==> src/rtl/skt_pkg.sv <==
// shared types, codes and defaults of the sorted key table
package skt_pkg;

  localparam int DEF_CAPACITY     = 64;
  localparam int DEF_KEY_BITS     = 32;
  localparam int DEF_PAYLOAD_BITS = 16;

  localparam int OPCODE_BITS   = 2;
  localparam int POSITION_BITS = 6;
  localparam int STATUS_BITS   = 2;

  typedef enum logic [OPCODE_BITS-1:0] {
    OP_INSERT = 2'd0,
    OP_DELETE = 2'd1,
    OP_READ   = 2'd2
  } skt_op_t;

  typedef enum logic [STATUS_BITS-1:0] {
    ST_OK    = 2'd0,
    ST_FULL  = 2'd1,
    ST_RANGE = 2'd2
  } skt_status_t;

  // per-cycle command broadcast to every cell
  typedef struct packed {
    logic ins_en;
    logic del_en;
  } skt_cmd_t;

endpackage

==> src/rtl/skt_cell.sv <==
// one table cell: holds a key and payload, shifts towards either neighbour
module skt_cell #(
  parameter int INDEX        = 0,
  parameter int KEY_BITS     = skt_pkg::DEF_KEY_BITS,
  parameter int PAYLOAD_BITS = skt_pkg::DEF_PAYLOAD_BITS,
  parameter int CMP_W        = 7
) (
  input  logic                    clk,
  input  skt_pkg::skt_cmd_t       cmd,
  input  logic [CMP_W-1:0]        count,
  input  logic [CMP_W-1:0]        pos,
  input  logic [KEY_BITS-1:0]     new_key,
  input  logic [PAYLOAD_BITS-1:0] new_payload,
  input  logic                    prev_ins,
  input  logic [KEY_BITS-1:0]     prev_key,
  input  logic [PAYLOAD_BITS-1:0] prev_payload,
  input  logic [KEY_BITS-1:0]     next_key,
  input  logic [PAYLOAD_BITS-1:0] next_payload,
  output logic                    ins,
  output logic [KEY_BITS-1:0]     key,
  output logic [PAYLOAD_BITS-1:0] payload,
  output logic [KEY_BITS-1:0]     rd_key,
  output logic [PAYLOAD_BITS-1:0] rd_payload
);
  import skt_pkg::*;

  localparam logic [CMP_W-1:0] IDX = CMP_W'(INDEX);

  logic occupied;
  logic after_pos;
  logic hit;

  assign occupied  = IDX < count;
  assign after_pos = IDX >= pos;
  assign hit       = occupied && (IDX == pos);

  // new entry goes after every key not greater, so the flag is monotone along the row
  assign ins = !occupied || (key > new_key);

  assign rd_key     = hit ? key : '0;
  assign rd_payload = hit ? payload : '0;

  always_ff @(posedge clk) begin
    if (cmd.ins_en && ins) begin
      if (prev_ins) begin
        key     <= prev_key;
        payload <= prev_payload;
      end else begin
        key     <= new_key;
        payload <= new_payload;
      end
    end else if (cmd.del_en && after_pos && occupied) begin
      key     <= next_key;
      payload <= next_payload;
    end
  end

endmodule

==> config.mk <==
export PLATFORM = sky130hd
export DESIGN_NAME = skt_cell
export DESIGN_NICKNAME = d
export VERILOG_FILES = /design/src/rtl/skt_pkg.sv /design/src/rtl/skt_cell.sv
export SDC_FILE = /design/constraint.sdc
export NUM_CORES = 1
export LEC_CHECK = 0
export BUFFER_PORTS_ARGS = -buffer_cell sky130_fd_sc_hd__buf_4
export CAP_MARGIN = 20
export CORE_MARGIN = 2
export CORE_UTILIZATION = 35
export DETAILED_ROUTE_END_ITERATION = 10
export GPL_TIMING_DRIVEN = 0
export PLACE_DENSITY = 0.69
export SYNTH_ARGS = -nofsm -noshare
export SYNTH_HDL_FRONTEND = slang
export SYNTH_SLANG_ARGS = --single-unit
==> constraint.sdc <==
create_clock -name clk -period 8.6 [get_ports clk]
set_input_delay 1.72 -clock clk [delete_from_list [all_inputs] [get_ports clk]]
set_output_delay 1.72 -clock clk [all_outputs]
set_load 0.03 [all_outputs]
==> results.toml <==
[outcome]
status = "complete, no violations"

[global_route]
antenna_found_initial = 0
gr-total-overflow = 0
grt_max_degree = 36
grtUsageTotal = 0.229
grt_pass1_vias = 5124
grt_pass1_wl_um = 27100

[timing]
final-setup-viol-count = 0
hold_slack_ns = 1.44
relSlewSlack = 0.482
worstMarginPinSlew_ns = 0.778
fmax_mhz = 169
hold_violations = 0
rsz0062_at_grt = "false"
fin_skew_ns = 0.00371
period_share = 0.687
period_minus_slack_ns = 5.90
setup_ws_ns = 2.70
finalMaxSlewViolations = 0
setup_tns_ns = 0

[yosys]
synth_cell_type_count = 38
syn_inst = 566
async_flop_share = 0
synth_edf_count = 48
ys_seq_area_frac = 0.292
synth_area_leader_cell = "edfxtp_1"
synth.ff_latch_count = 48
avgSynthCellArea_sq_um = 8.71
synthTopCellsByArea = "edfxtp_1 29%, and2_1 12%, mux2i_1 9.7%, ha_1 8.1%, nor4_1 6.3%"
syn_area_sq_mm = 0.00493
yosysTopAreaCellShare = 0.292
synth_nets = 760
ys.flop_type = "edfxtp_1"
yosys_warnings = 0

[die]
rows = 43
die-area_sq_mm = 0.0150
die_x_um = 123
initial_core_util = 0.356
die_height_um = 123
core_region_area_sq_mm = 0.0138
io_pins = 259

[critical_path]
ff2ff_path_depth = 9
worstPathMaxFanout = 10
crit_required_ns = 6.88
cp.arrival_ns = 4.18
start_kind = "input pin"
end_kind = "primary output"
worst-setup-path-type = "in -> out"

[final_layout]
antennaDiodeCount = 0
syn2layout_area_growth_pct = 46.7
nNetsFinal = 1024
layout_commonest_cell = "buf_4"
most-common-layout-cells = "258 x buf_4, 96 x and2_1, 57 x nand2_1, 50 x nor4_1"
drive_gt1_frac = 0.366

[clocking]
path_clk_slew_ns = 0.07
cts_buffer_depth = 2
post_cts_resized = 0
htreeDepth = 2
clkSinkCount = 48
ctsHoldBuffers = 0
root_buffer = "clkbuf_16"
clock_latency_ns = 0.29
post_cts_buffers = 0
cts_made_buffers = 5
cts_tree = "built"

[placed_design]
portBuffers = 256
dp_hpwl_um = 13900
gp_congestion = 0.791
dp_slack_ns = 2.68

[routing]
dr_total_vias = 5366
ant_nets = 0
vias_per_cell = 5.31
drtIter0Drc = 280
wl_per_cell_um = 17.4
totalWireLength_um = 17600
dr.pass1.iters = 5
drc_errors = 0

[flow_run]
cap_violations = 0

[power]
leakagePower_uw = 0.00327
ir_worst_vdd_v = 0.0000672
cellPowerDensity_mw_per_mm2 = 117

[worst_hold_path]
worst_hold_path.num_cells = 7
hold_path_class = "reg -> reg"
==> worst max-delay path: stages <==
cell	delay (ns)
buf_4	0.08
inv_1	0.04
ha_1	0.29
nand4_1	0.21
nor4_2	0.53
inv_2	0.08
a31oi_2	0.35
clkbuf_1	0.43
nor2_1	0.10
o21bai_1	0.15
buf_4	0.18
==> power by group <==
group | leakage (uW) | internal [uW] | switching, uW | total [uW]
Combinational | 0.00275 | 158 | 192 | 350
Sequential | 0.000449 | 291 | 14.9 | 306
Clock | 0.0000648 | 105 | 88.4 | 193
Total | 0.00327 | 554 | 295 | 848
==> metal layers <==
| layer | share of wire | up-vias | routed length [um] | global-route usage |
|---|---|---|---|---|
| met2 | 0.49 | 232 | 8640 | 0.383 |
| met3 | 0.066 | 22 | 1150 | 0.0339 |
| met1 | 0.42 | 2459 | 7470 | 0.307 |
| li1 | - | 2653 | - | - |
| met5 | 0 | - | 0 | 0 |
| met4 | 0.020 | 0 | 344 | 0.0647 |
==> stage by stage <==
stage	utilization	cell area [sq um]	cells	total power, uW
after floorplan	-	4930	566	516
after detailed placement	0.513	7100	1003	661
after global placement	0.512	7080	1002	658
after CTS	0.523	7230	1010	855
after global routing	0.523	7230	1010	894
final	0.523	7230	1010	848
==> logic make-up (layout without fill, tap and decap cells) <==
family / Yosys count / after routing / synth area share
compound gates: 125 / 125 / 0.194
fa+ha+maj: 32 / 32 / 0.0812
buf+inv: 86 / 350 / 0.0741
flops: 48 / 48 / 0.292
mux: 48 / 48 / 0.0975
simple gates: 227 / 227 / 0.260
==> sequential cells by signal, summed over array words and instances, names as in the netlist <==
signal	flops
key	32
payload	16
==> synth_stat cells, types with 2 or more instances <==
cell type   n
and2_1     96
nand2_1    58
nor4_1     50
edfxtp_1   48
mux2i_1    48
o22ai_1    48
clkbuf_1   38
ha_1       32
inv_1      32
a211oi_1   27
a211oi_2   21
a21oi_1    13
buf_2      10
nand4_1     8
nor2_1      4
buf_6       3
nand3_1     3
nor3_1      3
a21o_1      2
buf_4       2
o21ai_0     2
o21ai_1     2
==> final cells by class <==
type | instances | area (sq um)
fill | 1361 | 6600
clock inverter | 2 | 7.51
tap | 180 | 225
inverter | 33 | 124
buffer | 53 | 241
multi-input combinational | 432 | 3120
sequential | 48 | 1440
timing repair buffer | 257 | 1940
clock buffer | 5 | 125
==> worst paths after layout <==
kind,start,slack [ns],end
worst max-delay path,new_key[31],2.70,ins
worst min-delay path,key[2],1.44,payload[0]
worst max register to register,key[30],5.11,payload[11]
worst min register to register,key[2],1.44,payload[0]
No activity file was read; power rests on OpenSTA's default activity.
